==> config.mk <==
export PLATFORM = sky130hd
export DESIGN_NAME = preemptive_response_ratio_scheduler_top_flat
export DESIGN_NICKNAME = d
export VERILOG_FILES = /design/src/design/prrs_pkg.sv /design/src/design/prrs_if.sv /design/src/design/prrs_ram.sv /design/src/design/prrs_div.sv /design/src/design/preemptive_response_ratio_scheduler_top.sv /design/src/flat_wrapper.sv
export SDC_FILE = /design/constraint.sdc
export NUM_CORES = 1
export LEC_CHECK = 0
export BUFFER_PORTS_ARGS = -buffer_cell sky130_fd_sc_hd__buf_2
export CORE_UTILIZATION = 57
export CTS_CLUSTER_DIAMETER = 80
export CTS_CLUSTER_SIZE = 16
export DETAILED_ROUTE_END_ITERATION = 10
export GPL_ROUTABILITY_DRIVEN = 0
export HOLD_SLACK_MARGIN = 0.02
export MAX_ROUTING_LAYER = met4
export PLACE_DENSITY = 0.73
export SYNTH_ARGS = -nofsm -noshare
export SYNTH_HDL_FRONTEND = slang
export SYNTH_SLANG_ARGS = --single-unit
==> constraint.sdc <==
create_clock -name clk -period 4.6 [get_ports clk]
set_clock_uncertainty 0.15 [all_clocks]
set_input_delay 0.46 -clock clk [delete_from_list [all_inputs] [get_ports clk]]
set_output_delay 0.46 -clock clk [all_outputs]
set_load 0.005 [all_outputs]
==> src/design/prrs_pkg.sv <==
// Shared types and constants for the preemptive response-ratio scheduler.
// No dependencies; prrs_if, prrs_div and the top level import this package.
package prrs_pkg;

    localparam int REM_W  = 16;
    localparam int WAIT_W = 32;
    localparam int PC_W   = 5;
    localparam int SLOT_W = 4;

    localparam logic [WAIT_W-1:0] WAIT_MAX = '1;

    // item kind codes
    localparam logic KIND_LOAD = 1'b0;
    localparam logic KIND_TICK = 1'b1;

    // one slot entry as stored in the slot table
    typedef struct packed {
        logic [REM_W-1:0]  rem;
        logic [WAIT_W-1:0] wt;
    } entry_t;

    // divider request and response
    typedef struct packed {
        logic              start;
        logic [WAIT_W-1:0] dividend;
        logic [REM_W-1:0]  divisor;
    } div_req_t;

    typedef struct packed {
        logic              done;
        logic [WAIT_W-1:0] quot;
    } div_rsp_t;

endpackage

==> src/design/prrs_if.sv <==
// Valid/ready channel interfaces for scheduler items and results.
// Depends on prrs_pkg for field widths.
interface prrs_in_if;
    import prrs_pkg::*;

    logic              valid;
    logic              ready;
    logic              kind;
    logic [SLOT_W-1:0] slot;
    logic [REM_W-1:0]  burst;

    modport source (output valid, kind, slot, burst, input ready);
    modport sink   (input valid, kind, slot, burst, output ready);
endinterface

interface prrs_out_if;
    import prrs_pkg::*;

    logic              valid;
    logic              ready;
    logic              ran_valid;
    logic [SLOT_W-1:0] ran_slot;
    logic [WAIT_W-1:0] elapsed;
    logic              all_done;

    modport source (output valid, ran_valid, ran_slot, elapsed, all_done, input ready);
    modport sink   (input valid, ran_valid, ran_slot, elapsed, all_done, output ready);
endinterface

==> src/design/prrs_ram.sv <==
// Generic single-write, single-read synchronous RAM, registered read data.
// No dependencies.
module prrs_ram #(
    parameter int WIDTH = 48,
    parameter int DEPTH = 16
) (
    input  logic                     clk,
    input  logic                     we,
    input  logic [$clog2(DEPTH)-1:0] waddr,
    input  logic [WIDTH-1:0]         wdata,
    input  logic                     re,
    input  logic [$clog2(DEPTH)-1:0] raddr,
    output logic [WIDTH-1:0]         rdata
);
    logic [WIDTH-1:0] mem [DEPTH];

    always_ff @(posedge clk)
    begin
        if (we)
        begin
            mem[waddr] <= wdata;
        end
        if (re)
        begin
            rdata <= mem[raddr];
        end
    end
endmodule

==> src/design/prrs_div.sv <==
// Radix-2 restoring divider: 32-bit wait by 16-bit remaining time.
// Depends on prrs_pkg (div_req_t, div_rsp_t). One quotient bit per cycle.
module prrs_div (
    input  logic               clk,
    input  logic               rst_n,
    input  prrs_pkg::div_req_t req,
    output prrs_pkg::div_rsp_t rsp
);
    import prrs_pkg::*;

    logic              busy_reg;
    logic              done_reg;
    logic [4:0]        cnt_reg;
    logic [REM_W-1:0]  acc_reg;
    logic [WAIT_W-1:0] quo_reg;
    logic [REM_W-1:0]  dsr_reg;

    logic [REM_W:0]    trial;
    logic              ge;
    logic [REM_W:0]    diff;

    always_comb
    begin
        trial = {acc_reg, quo_reg[WAIT_W-1]};
        ge    = trial >= {1'b0, dsr_reg};
        diff  = trial - {1'b0, dsr_reg};
    end

    always_ff @(posedge clk or negedge rst_n)
    begin
        if (!rst_n)
        begin
            busy_reg <= 1'b0;
            done_reg <= 1'b0;
            cnt_reg  <= '0;
            acc_reg  <= '0;
            quo_reg  <= '0;
            dsr_reg  <= '0;
        end
        else
        begin
            done_reg <= 1'b0;
            if (req.start && !busy_reg)
            begin
                busy_reg <= 1'b1;
                cnt_reg  <= '0;
                acc_reg  <= '0;
                quo_reg  <= req.dividend;
                dsr_reg  <= req.divisor;
            end
            else if (busy_reg)
            begin
                acc_reg <= ge ? diff[REM_W-1:0] : trial[REM_W-1:0];
                quo_reg <= {quo_reg[WAIT_W-2:0], ge};
                cnt_reg <= cnt_reg + 5'd1;
                if (cnt_reg == 5'd31)
                begin
                    busy_reg <= 1'b0;
                    done_reg <= 1'b1;
                end
            end
        end
    end

    assign rsp.done = done_reg;
    assign rsp.quot = quo_reg;
endmodule

==> src/design/preemptive_response_ratio_scheduler_top.sv <==
// Top level of the preemptive response-ratio scheduler.
// Depends on prrs_pkg, prrs_if (channels), prrs_ram and prrs_div.
//
// Channel   Dir  Handshake          Beat contents
// in_ch     in   valid/ready        kind, slot, burst
// out_ch    out  valid/ready        ran_valid, ran_slot, elapsed, all_done
// cfg       in   cfg_wr_en, no wait proc_count (cfg_wr_data)
//
// Passes: a tick makes a priority pass (reads each active slot and runs the
// bit-serial divider for each slot with time left) and, if any slot has time
// left, an update pass over the active slots.
// A load item is one write plus a scan of the active slots for all_done.
// Reset: per-entry valid bits clear at once; no clearing pass is run.
// Stalls: one item in flight; the result register holds a beat for out_ch,
// the next item is taken while it waits, and completion waits for it to drain.
module preemptive_response_ratio_scheduler_top #(
    parameter int MAX_SLOTS = 16
) (
    input  logic                    clk,
    input  logic                    rst_n,
    input  logic                    cfg_wr_en,
    input  logic [prrs_pkg::PC_W-1:0] cfg_wr_data,
    prrs_in_if.sink                 in_ch,
    prrs_out_if.source              out_ch
);
    import prrs_pkg::*;

    localparam int IW = $clog2(MAX_SLOTS);        // slot address bits
    localparam int CW = $clog2(MAX_SLOTS + 1);    // count bits, holds MAX_SLOTS
    localparam int PW = (IW > SLOT_W) ? IW : SLOT_W;

    typedef enum logic [2:0] {
        S_IDLE,
        S_RD1,      // priority pass: read slot
        S_CHK1,     // priority pass: entry data, start divider
        S_DIV,      // priority pass: wait for quotient, compare
        S_RD2,      // update/scan pass: read slot
        S_UPD2,     // update/scan pass: modify, write back
        S_FIN       // hand the result to the output register
    } state_t;

    state_t            state_reg;
    logic [CW-1:0]     idx_reg;
    logic              found_reg;
    logic [IW-1:0]     win_reg;
    logic [WAIT_W-1:0] best_reg;
    logic              mod_reg;     // update pass writes back
    logic              left_reg;    // some active slot has time left
    logic              res_ran_reg;
    logic [WAIT_W-1:0] tick_reg;
    logic [PC_W-1:0]   pc_reg;
    logic [MAX_SLOTS-1:0] valid_reg;
    logic              vld_q_reg;

    logic              out_valid_reg;
    logic              out_ran_reg;
    logic [SLOT_W-1:0] out_slot_reg;
    logic [WAIT_W-1:0] out_elapsed_reg;
    logic              out_done_reg;

    logic [CW-1:0]     act;
    logic [CW-1:0]     act_m1;
    logic              last;
    logic [IW-1:0]     addr;
    logic              in_fire;
    logic              load_wr;
    logic              out_load;
    logic              in_range;

    entry_t            rd_entry;
    entry_t            cur;
    entry_t            upd;
    logic [PW-1:0]     win_ext;

    logic              ram_we;
    logic [IW-1:0]     ram_waddr;
    entry_t            ram_wdata;
    logic              ram_re;

    div_req_t          div_req;
    div_rsp_t          div_rsp;

    // active slot count: 0 acts as 1, clamp at the table size
    always_comb
    begin
        if (pc_reg == '0)
        begin
            act = CW'(1);
        end
        else if (32'(pc_reg) > 32'(MAX_SLOTS))
        begin
            act = CW'(MAX_SLOTS);
        end
        else
        begin
            act = CW'(pc_reg);
        end
    end

    assign act_m1   = act - CW'(1);
    assign last     = (idx_reg == act_m1);
    assign addr     = idx_reg[IW-1:0];
    assign in_fire  = in_ch.valid && in_ch.ready;
    assign in_range = 32'(in_ch.slot) < 32'(MAX_SLOTS);
    assign load_wr  = in_fire && (in_ch.kind == KIND_LOAD) && in_range;
    assign out_load = (state_reg == S_FIN) && (!out_valid_reg || out_ch.ready);

    // never-loaded entries read as zero
    assign cur = vld_q_reg ? rd_entry : '0;

    // update pass: winner runs a tick, other unfinished slots wait one more
    always_comb
    begin
        upd = cur;
        if (mod_reg)
        begin
            if (addr == win_reg)
            begin
                upd.rem = cur.rem - REM_W'(1);
            end
            else if (cur.rem != '0 && cur.wt != WAIT_MAX)
            begin
                upd.wt = cur.wt + WAIT_W'(1);
            end
        end
    end

    // single write port: load at accept, write-back in the update pass
    always_comb
    begin
        if (state_reg == S_IDLE)
        begin
            ram_we        = load_wr;
            ram_waddr     = IW'(in_ch.slot);
            ram_wdata.rem = in_ch.burst;
            ram_wdata.wt  = '0;
        end
        else
        begin
            ram_we    = (state_reg == S_UPD2) && mod_reg;
            ram_waddr = addr;
            ram_wdata = upd;
        end
    end

    assign ram_re = (state_reg == S_RD1) || (state_reg == S_RD2);

    assign div_req.start    = (state_reg == S_CHK1) && (cur.rem != '0);
    assign div_req.dividend = cur.wt;
    assign div_req.divisor  = cur.rem;

    prrs_ram #(
        .WIDTH ($bits(entry_t)),
        .DEPTH (MAX_SLOTS)
    ) u_table (
        .clk   (clk),
        .we    (ram_we),
        .waddr (ram_waddr),
        .wdata (ram_wdata),
        .re    (ram_re),
        .raddr (addr),
        .rdata (rd_entry)
    );

    prrs_div u_div (
        .clk   (clk),
        .rst_n (rst_n),
        .req   (div_req),
        .rsp   (div_rsp)
    );

    // configuration register and entry valid bits
    always_ff @(posedge clk or negedge rst_n)
    begin
        if (!rst_n)
        begin
            pc_reg    <= PC_W'(1);
            valid_reg <= '0;
            vld_q_reg <= 1'b0;
        end
        else
        begin
            if (cfg_wr_en)
            begin
                pc_reg <= cfg_wr_data;
            end
            if (load_wr)
            begin
                valid_reg[IW'(in_ch.slot)] <= 1'b1;
            end
            if (ram_re)
            begin
                vld_q_reg <= valid_reg[addr];
            end
        end
    end

    // sequencer and result register
    always_ff @(posedge clk or negedge rst_n)
    begin
        if (!rst_n)
        begin
            state_reg       <= S_IDLE;
            idx_reg         <= '0;
            found_reg       <= 1'b0;
            win_reg         <= '0;
            best_reg        <= '0;
            mod_reg         <= 1'b0;
            left_reg        <= 1'b0;
            res_ran_reg     <= 1'b0;
            tick_reg        <= '0;
            out_valid_reg   <= 1'b0;
            out_ran_reg     <= 1'b0;
            out_slot_reg    <= '0;
            out_elapsed_reg <= '0;
            out_done_reg    <= 1'b0;
        end
        else
        begin
            // beat taken and no new one loaded behind it
            if (out_ch.valid && out_ch.ready && !out_load)
            begin
                out_valid_reg <= 1'b0;
            end

            case (state_reg)
                S_IDLE:
                begin
                    if (in_fire)
                    begin
                        idx_reg     <= '0;
                        found_reg   <= 1'b0;
                        left_reg    <= 1'b0;
                        res_ran_reg <= 1'b0;
                        mod_reg     <= 1'b0;
                        if (in_ch.kind == KIND_TICK)
                        begin
                            state_reg <= S_RD1;
                        end
                        else
                        begin
                            state_reg <= S_RD2;
                        end
                    end
                end

                S_RD1:
                begin
                    state_reg <= S_CHK1;
                end

                S_CHK1, S_DIV:
                begin
                    if (state_reg == S_CHK1 && cur.rem != '0)
                    begin
                        state_reg <= S_DIV;
                    end
                    else
                    begin
                        if (state_reg == S_DIV && div_rsp.done
                            && (!found_reg || div_rsp.quot > best_reg))
                        begin
                            best_reg  <= div_rsp.quot;
                            win_reg   <= addr;
                            found_reg <= 1'b1;
                        end
                        if (state_reg == S_CHK1 || div_rsp.done)
                        begin
                            if (!last)
                            begin
                                idx_reg   <= idx_reg + CW'(1);
                                state_reg <= S_RD1;
                            end
                            else
                            begin
                                // end of priority pass
                                idx_reg <= '0;
                                if (found_reg || (state_reg == S_DIV))
                                begin
                                    mod_reg     <= 1'b1;
                                    res_ran_reg <= 1'b1;
                                    if (tick_reg != WAIT_MAX)
                                    begin
                                        tick_reg <= tick_reg + WAIT_W'(1);
                                    end
                                    state_reg <= S_RD2;
                                end
                                else
                                begin
                                    // nothing to run
                                    left_reg  <= 1'b0;
                                    state_reg <= S_FIN;
                                end
                            end
                        end
                    end
                end

                S_RD2:
                begin
                    state_reg <= S_UPD2;
                end

                S_UPD2:
                begin
                    if (upd.rem != '0)
                    begin
                        left_reg <= 1'b1;
                    end
                    if (last)
                    begin
                        state_reg <= S_FIN;
                    end
                    else
                    begin
                        idx_reg   <= idx_reg + CW'(1);
                        state_reg <= S_RD2;
                    end
                end

                S_FIN:
                begin
                    if (out_load)
                    begin
                        out_valid_reg   <= 1'b1;
                        out_ran_reg     <= res_ran_reg;
                        out_slot_reg    <= res_ran_reg ? win_ext[SLOT_W-1:0] : '0;
                        out_elapsed_reg <= tick_reg;
                        out_done_reg    <= !left_reg;
                        state_reg       <= S_IDLE;
                    end
                end

                default:
                begin
                    state_reg <= S_IDLE;
                end
            endcase
        end
    end

    assign win_ext = PW'(win_reg);

    assign in_ch.ready      = (state_reg == S_IDLE);
    assign out_ch.valid     = out_valid_reg;
    assign out_ch.ran_valid = out_ran_reg;
    assign out_ch.ran_slot  = out_slot_reg;
    assign out_ch.elapsed   = out_elapsed_reg;
    assign out_ch.all_done  = out_done_reg;

    // quotient only arrives while the priority pass waits on it
    a_div_done_in_wait: assert property (@(posedge clk) disable iff (!rst_n)
        div_rsp.done |-> (state_reg == S_DIV))
        else $error("divider result outside the wait state");

    // table writes only at a load accept or in the update pass
    a_wr_phase: assert property (@(posedge clk) disable iff (!rst_n)
        ram_we |-> ((state_reg == S_IDLE && in_fire) || (state_reg == S_UPD2 && mod_reg)))
        else $error("table write outside load or update");

    // the slot being run lies inside the active range
    a_win_range: assert property (@(posedge clk) disable iff (!rst_n)
        (state_reg == S_UPD2 && mod_reg) |-> (CW'(win_reg) < act))
        else $error("winner outside active slots");

    // a tick that ran has advanced the tick count
    a_ran_elapsed: assert property (@(posedge clk) disable iff (!rst_n)
        (out_load && res_ran_reg) |=> (out_ch.elapsed != '0))
        else $error("ran result with zero elapsed time");

    // a result is never overwritten before it is taken
    a_no_overrun: assert property (@(posedge clk) disable iff (!rst_n)
        (out_valid_reg && !out_ch.ready && state_reg == S_FIN) |=> (state_reg == S_FIN))
        else $error("result register overrun");
endmodule

==> src/flat_wrapper.sv <==
// flat-port wrapper written by rule: the top's interface ports become plain ports
module preemptive_response_ratio_scheduler_top_flat import prrs_pkg::*;
#(
    parameter int MAX_SLOTS = 16
)
  (clk, rst_n, cfg_wr_en, cfg_wr_data, in_ch_valid, in_ch_kind, in_ch_slot, in_ch_burst, in_ch_ready, out_ch_valid, out_ch_ran_valid, out_ch_ran_slot, out_ch_elapsed, out_ch_all_done, out_ch_ready);
  prrs_in_if in_ch_i ();
  prrs_out_if out_ch_i ();
  input  logic clk;
  input  logic rst_n;
  input  logic cfg_wr_en;
  input  logic [prrs_pkg::PC_W-1:0] cfg_wr_data;
  input wire logic [$bits(in_ch_i.valid)-1:0] in_ch_valid;
  input wire logic [$bits(in_ch_i.kind)-1:0] in_ch_kind;
  input wire logic [$bits(in_ch_i.slot)-1:0] in_ch_slot;
  input wire logic [$bits(in_ch_i.burst)-1:0] in_ch_burst;
  output wire logic [$bits(in_ch_i.ready)-1:0] in_ch_ready;
  output wire logic [$bits(out_ch_i.valid)-1:0] out_ch_valid;
  output wire logic [$bits(out_ch_i.ran_valid)-1:0] out_ch_ran_valid;
  output wire logic [$bits(out_ch_i.ran_slot)-1:0] out_ch_ran_slot;
  output wire logic [$bits(out_ch_i.elapsed)-1:0] out_ch_elapsed;
  output wire logic [$bits(out_ch_i.all_done)-1:0] out_ch_all_done;
  input wire logic [$bits(out_ch_i.ready)-1:0] out_ch_ready;
  assign in_ch_i.valid = in_ch_valid;
  assign in_ch_i.kind = in_ch_kind;
  assign in_ch_i.slot = in_ch_slot;
  assign in_ch_i.burst = in_ch_burst;
  assign in_ch_ready = in_ch_i.ready;
  assign out_ch_valid = out_ch_i.valid;
  assign out_ch_ran_valid = out_ch_i.ran_valid;
  assign out_ch_ran_slot = out_ch_i.ran_slot;
  assign out_ch_elapsed = out_ch_i.elapsed;
  assign out_ch_all_done = out_ch_i.all_done;
  assign out_ch_i.ready = out_ch_ready;
  preemptive_response_ratio_scheduler_top #(.MAX_SLOTS(MAX_SLOTS)) u_core (.clk(clk), .rst_n(rst_n), .cfg_wr_en(cfg_wr_en), .cfg_wr_data(cfg_wr_data), .in_ch(in_ch_i), .out_ch(out_ch_i));
endmodule
* After elaboration in Yosys (flattened, before gate mapping) *
Memory sizes are Yosys's and may differ from the RTL's. A register that Yosys moved wholly into a read port is not among the register bits.
Cells that the tools add are included.

storage, ports and cells
  bits of input ports = 31
  memories = 1
  bits in latches = 0
  ROM bits = 0
  word-level logic and storage cells = 162
  memory bits (writable) = 768
  register bits = 211

operators by class
  shifts and indexed selects = 0
  mux-type cells = 63
  reduce and logical (&&, ||, !) cells = 38
  order comparisons = 6
  eq/ne operators = 22
  div/mod/pow operators = 0
  $add $sub $neg = 7
  bitwise gates (word level) = 3
  multiply operators = 0

memory list
  name                words  width  read ports  clocked after memory_dff  wr ports  RTL line        text
  u_core.u_table.mem  16     48     1           1                         1         prrs_ram.sv:15  logic [WIDTH-1:0] mem [DEPTH];

operator list
  cell                                                                   count
  48-bit 2-to-1 mux                                                      3
  32-bit 2-to-1 mux                                                      4
  32-bit by 1-bit adder with 32-bit output (second input constant)       2
  16-bit 2-to-1 mux                                                      4
  32-bit != test (second input constant)                                 2
  5-bit 2-to-1 mux                                                       9
  32-bit > comparator                                                    1
  16-bit nonzero test                                                    2
  1-bit 2-to-1 mux                                                       26
  3-bit 2-to-1 mux                                                       6
  3-bit one-hot mux with 6 select lines                                  1
  17-bit by 16-bit >= comparator with 1-bit output                       1
  16-bit bitwise OR                                                      1
  16-bit by 1-bit subtractor with 16-bit output (second input constant)  1
  16-bit subtractor                                                      1
  5-bit one-hot mux with 3 select lines                                  1
  1-bit logical AND                                                      12
  6-bit AND reduction                                                    2
  5-bit by 1-bit adder with 5-bit output (second input constant)         2
  4-bit by 5-bit < comparator with 1-bit output (second input constant)  2
  2-bit by 1-bit != test with 1-bit output (second input constant)       5
  2-bit != test (second input constant)                                  5
  3-bit == test (second input constant)                                  3
  4-bit 2-to-1 mux                                                       2
  27 further kinds                                                       41

* Depth between registers and ports, before layout *
  depth after elaboration = 9
  gate-level depth with buffers = 13

* Cells and area by module *
Synthesis repeated with hierarchy kept, for this count alone.

unflattened totals
  cells, all modules = 2,612
  area total of the unflattened synthesis = 43,047.5 µm²

modules (own cells, without submodules)
  module                                   cells an instance  area an instance (µm²)  seq. area each (µm²)  times used
  prrs_ram                                 1,242              30,171.4                24,503.5              1
  preemptive_response_ratio_scheduler_top  959                8,933.6                 3,504.6               1
  prrs_div                                 411                3,942.5                 1,776.7               1

* Least setup slack after synthesis *
Ideal clock, no wire load.

  path type = flip-flop to flip-flop
  start point = reg u_core.state_reg[1]
  end point = mem u_core.u_table.mem[12][0], enable pin
  required time = 3.996 ns
  path slack = 0.187 ns
  cell stages (with the launch flop) = 9
  clock period less this slack = 4.413 ns
  path buffers = 1
  setup time = 0.454 ns
  data arrival time = 3.809 ns
  path through = dfrtp_1 buf_2 or3_1 inv_1 nand2_1 or2_2 o21ai_0 o21ai_0 nor2_1

between the ends
  cells in the longest elaborated chain, start to end = 6
  elaborated cells between the ends (all ways) = 9
  those cells by class = eq/ne (1); mux (4); reduce/logical (4)

ends and longest elaborated chain
  item                                    RTL line                                                                                        text
  start, declared                         preemptive_response_ratio_scheduler_top.sv:42                                                   state_t state_reg;
  start signal, assigned                  preemptive_response_ratio_scheduler_top.sv:203                                                  state_reg <= S_IDLE;
  start signal, assigned                  preemptive_response_ratio_scheduler_top.sv:238                                                  state_reg <= S_RD1;
  start signal, assigned                  preemptive_response_ratio_scheduler_top.sv:242                                                  state_reg <= S_RD2;
  3-bit logical NOT                       preemptive_response_ratio_scheduler_top.sv:131, preemptive_response_ratio_scheduler_top.sv:344
  1-bit logical AND                       preemptive_response_ratio_scheduler_top.sv:103                                                  assign in_fire = in_ch.valid && in_ch.ready;
  1-bit logical AND                       preemptive_response_ratio_scheduler_top.sv:105                                                  assign load_wr = in_fire && (in_ch.kind == KIND_LOAD) && in_range;
  1-bit 2-to-1 mux                        preemptive_response_ratio_scheduler_top.sv:131                                                  if (state_reg == S_IDLE)
  1-bit 2-to-1 mux                        prrs_ram.sv:19                                                                                  if (we)
  1-bit 2-to-1 mux (implied by the code)  prrs_ram.sv:21                                                                                  mem[waddr] <= wdata;
  end, declared                           prrs_ram.sv:15

Parallel ways exist; a longest one is shown, timed or not.

==> results_tabular.tex <==
\begin{tabular}{lr}
\hline
Metric & Value \\
\hline
\multicolumn{2}{l}{\textbf{Status}} \\
Status & complete, no violations \\
\multicolumn{2}{l}{\textbf{Setup path}} \\
Number of cells on the worst reg-to-reg path & 7 \\
End of the worst register-to-register path & u\_core.u\_table.mem[0][14] \\
Critical path startpoint category & register \\
Delay of the slowest cell on the worst path & 0.71 ns \\
Biggest fanout along the worst timing path & 16 \\
Highest-delay cell along the critical path & or4\_1 \\
Kind of critical path & register to register \\
Critical path capture point type & register \\
Worst path arrival time & about 4.1 ns \\
Setup slack on the worst flop-to-flop path & 0.67 ns \\
Critical path required time & between 4 and 5 ns \\
Cell chain of the critical path & or4\_1, nor3\_4, a31oi\_4, o2111ai\_1, nor3\_1, xor2\_1, nor2\_1 \\
Origin of the critical flop-to-flop path & u\_core.u\_table.rdata[34] \\
\multicolumn{2}{l}{\textbf{Synth}} \\
Post-synthesis sequential area ratio & 69.1\% \\
Post-synthesis cell type with the largest combined area & edfxtp\_1 \\
Main flop type after synthesis & edfxtp\_1 \\
Share of synthesized registers carrying an async set or reset & 20.5\% \\
Synthesis-stage register bit count & roughly 1000 \\
Gate count of the mapped netlist & 2584 \\
Synth top area cells & edfxtp\_1 57\%, mux4\_2 13\%, dfrtp\_1 12\% \\
Number of flops mapped to enable cells by yosys & 816 \\
Average cell area after synthesis & 16.7 um2 \\
Net count after synthesis & 2671 \\
Warnings, synthesis & 0 \\
Number of unique standard cell types used by synthesis & between 70 and 80 \\
Proportion of netlist area held by the largest area contributor & 56.9\% \\
Cell area after technology mapping & 0.0431 mm2 \\
\multicolumn{2}{l}{\textbf{Global routing}} \\
Number of global-route vias before repair & 24200 \\
Total routing usage reported by global routing & 26.7\% \\
Fraction of met1 tracks used by global routing & 36.8\% \\
Top Usage Layer GRT & met2 \\
Initial antenna violation count & 2 \\
Global-route met3 utilization & 4.18\% \\
Met2 global-route usage & 42.1\% \\
Maximum number of pins on one net before global-route repair & 113 \\
Global-route wire length before repair & 149 mm \\
Overflow left after global routing & 0 \\
\multicolumn{2}{l}{\textbf{Power}} \\
Max VDD drop & 313 uV \\
Static leakage power & 16.5 nW \\
Net Sw Frac & between 30 and 40\% \\
Part of the power in the clock network & 23.3\% \\
Internal power & 17.7 mW \\
Power density relative to cell area & $\sim$550 mW/mm2 \\
Sw Pwr & around 8.4 mW \\
Sequential share of power & a little under half \\
Share of total power in combinational logic & 28.9\% \\
\multicolumn{2}{l}{\textbf{Hold path}} \\
Hold path cells & 3 \\
Hold Crit Start & out\_ch\_ready \\
Worst Hold Path EP & u\_core.out\_ch.valid \\
Class of the most critical hold timing path & input port to register \\
\multicolumn{2}{l}{\textbf{Layout}} \\
Fraction of final layout cells sized beyond drive strength 1 & a little over a fifth \\
Register with the most flip-flops & u\_core.u\_table.mem \\
Final standard cell area without fillers & 0.0473 mm2 \\
Number of antenna cells inserted & 0 \\
Registers with the most flip-flops & u\_core.u\_table.mem x768, u\_core.u\_table.rdata x48 \\
Leading cell types in the layout, fill and taps excluded & 816 x edfxtp\_1, 265 x nand2\_1, 245 x mux4\_2, 204 x dfrtp\_1, 96 x nor2\_1 \\
Area taken by flip-flops and latches & 0.0298 mm2 \\
Multi-input gate area & 0.0127 mm2 \\
Fillers & 5120 \\
Most common library cell in the layout ignoring fill and taps & edfxtp\_1 \\
Area delta synth->final & 9.88\% \\
Non-filler instance count after layout & 3678 \\
Final Net Count & 2774 \\
Largest register FFs & roughly 770 \\
\multicolumn{2}{l}{\textbf{STA}} \\
Max Fclk & 254 MHz \\
Final critical-path setup slack & 0.666 ns \\
Setup\_tns & 0 ns \\
Max-slew violation count & 0 \\
Unrepaired setup endpoints after global routing & no \\
Number of endpoints failing setup at the final stage & 0 \\
Part of the cycle the worst path needs & 85.5\% \\
Tightest Pin Transition & 1.26 ns \\
Post-layout min period & a little under 4 ns \\
Worst slew margin relative to its limit & 16.0\% \\
Count of final hold-check violations & 0 \\
\multicolumn{2}{l}{\textbf{Place}} \\
IO Port Bufs & 70 \\
DP Area & $\sim$0.045 mm2 \\
Placement-stage worst setup slack & 0.803 ns \\
Count of placed standard cells including taps & 3568 \\
Detailed-placement wirelength estimate & 58.6 mm \\
\multicolumn{2}{l}{\textbf{Die}} \\
Die W & between 200 and 300 um \\
\# rows & 100 \\
Initial cell density of the core & 57.8\% \\
Die ar. & 0.0767 mm2 \\
Total I/O pin count & between 70 and 80 \\
Core area & 0.0746 mm2 \\
Chip height & 277 um \\
\multicolumn{2}{l}{\textbf{Clocking}} \\
Root Driver & clkbuf\_16 \\
Number of hold-repair buffers added at the cts stage & 12 \\
TritonCTS clock tree & yes \\
H-tree lvl count & 3 \\
Deepest clock path buffer count & 3 \\
Number of buffers created by CTS & 74 \\
Clock transition at the registers of the reported paths & 0.07 ns \\
Cts repair resizes & 0 \\
Buffers inserted during post-CTS setup optimization & 0 \\
Total number of clock tree sinks & 1027 \\
Worst-Skew Late Latency & 0.64 ns \\
\multicolumn{2}{l}{\textbf{Detailed routing}} \\
Post-detailed-route via-to-cell ratio & roughly 6.5 \\
First DRT Iteration DRCs & 2569 \\
Remaining routing DRC violations & 0 \\
Number of optimization iterations in the first detailed-route pass & 6 \\
Drt wl/cell & 26.5 um \\
Total number of vias & around 24000 \\
Antenna-violating nets left & 0 \\
Sum of routed wire length over all layers & roughly 98 mm \\
\multicolumn{2}{l}{\textbf{Run}} \\
Reported max-cap violation count & 0 \\
\hline
\end{tabular}
-- synth_stat cells (all sizes together), types with 6 or more instances --
master	n
ha	55
or2	6
clkbuf	95
and4	8
a211oi	9
buf	35
or3	12
a21oi	62
a31o	7
and3	28
o21a	8
nor2b	14
dfrtp	210
nand3	41
edfxtp	816
inv	68
mux2	44
mux2i	27
o21ai	96
a21o	32
nor3	41
nand2	265
nor2	113
xnor2	37
o31ai	6
mux4	245
a31oi	16
xor2	48
nand4	38
a221oi	6
nand2b	7
nor4	22
-- layout make-up --
| type | count | share of cell area [%] |
|---|---|---|
| inverters | 68 | 0.539 |
| clock buffers | 90 | 4.10 |
| well taps | 969 | 2.56 |
| flip-flops and latches | 1027 | 63.0 |
| repair buffers | 157 | 2.78 |
| clock inverters | 8 | 0.278 |
| multi-input cells | 1359 | 26.8 |
-- power by group through the flow --
stage | clock (mW) | sequential (mW) | combinational [mW]
floorplan | 0 | 12.2 | 5.41
global placement | 0 | 12.5 | 7.24
detailed placement | 0 | 12.6 | 7.48
CTS | 6.19 | 12.4 | 7.53
global route | 6.48 | 12.5 | 8.17
finish | 6.07 | 12.4 | 7.53
-- worst max-delay path by stage --
stage | from | end | slack (ns) | cells after the start
after floorplan | u_core.state_reg[1] | u_core.u_table.mem[12][0] | 0.19 | 8
after global placement | u_core.state_reg[0] | u_core.u_table.mem[9][19] | 0.98 | 8
after detailed placement | u_core.u_table.rdata[34] | u_core.u_table.mem[13][24] | 0.80 | 7
after CTS | u_core.u_table.rdata[34] | u_core.u_table.mem[8][24] | 0.77 | 7
after global routing | u_core.u_table.rdata[34] | u_core.u_table.mem[8][24] | 0.55 | 7
final | u_core.u_table.rdata[34] | u_core.u_table.mem[0][14] | 0.67 | 7
-- cell families after synthesis --
logic type	share of synthesized area, %
AND/OR/NAND/NOR	6.90
multiplexers	14.6
adder cells (fa/ha/maj)	1.64
flip-flops	69.1
buffers and inverters	1.81
XOR/XNOR	1.73
AO/OA/AOI/OAI	4.21
-- metrics by stage --
step	power, mW	hold slack [ns]	utilization, %
after floorplan	17.6	0.0144	-
after global placement	19.8	0.283	60.5
after detailed placement	20.1	0.292	60.5
after CTS	26.1	0.0818	63.5
after global routing	27.2	0.0945	63.5
final	26.0	0.122	63.5
-- critical path: cells and delay by family (launching register included) --
family	cells	cell delay [ns]
xor gates and xnor gates	1	0.19
and+or+nand+nor	4	1.94
DFF	1	0.48
AOI/OAI and AO/OA	2	0.84
-- routing by layer --
metal	part of all wire (%)	vias to the layer above
met5	0	-
met4	2.4	0
met3	8.0	169
met2	49	1097
met1	40	12300
li1	-	10200
No activity file was read; power rests on OpenSTA's default activity.
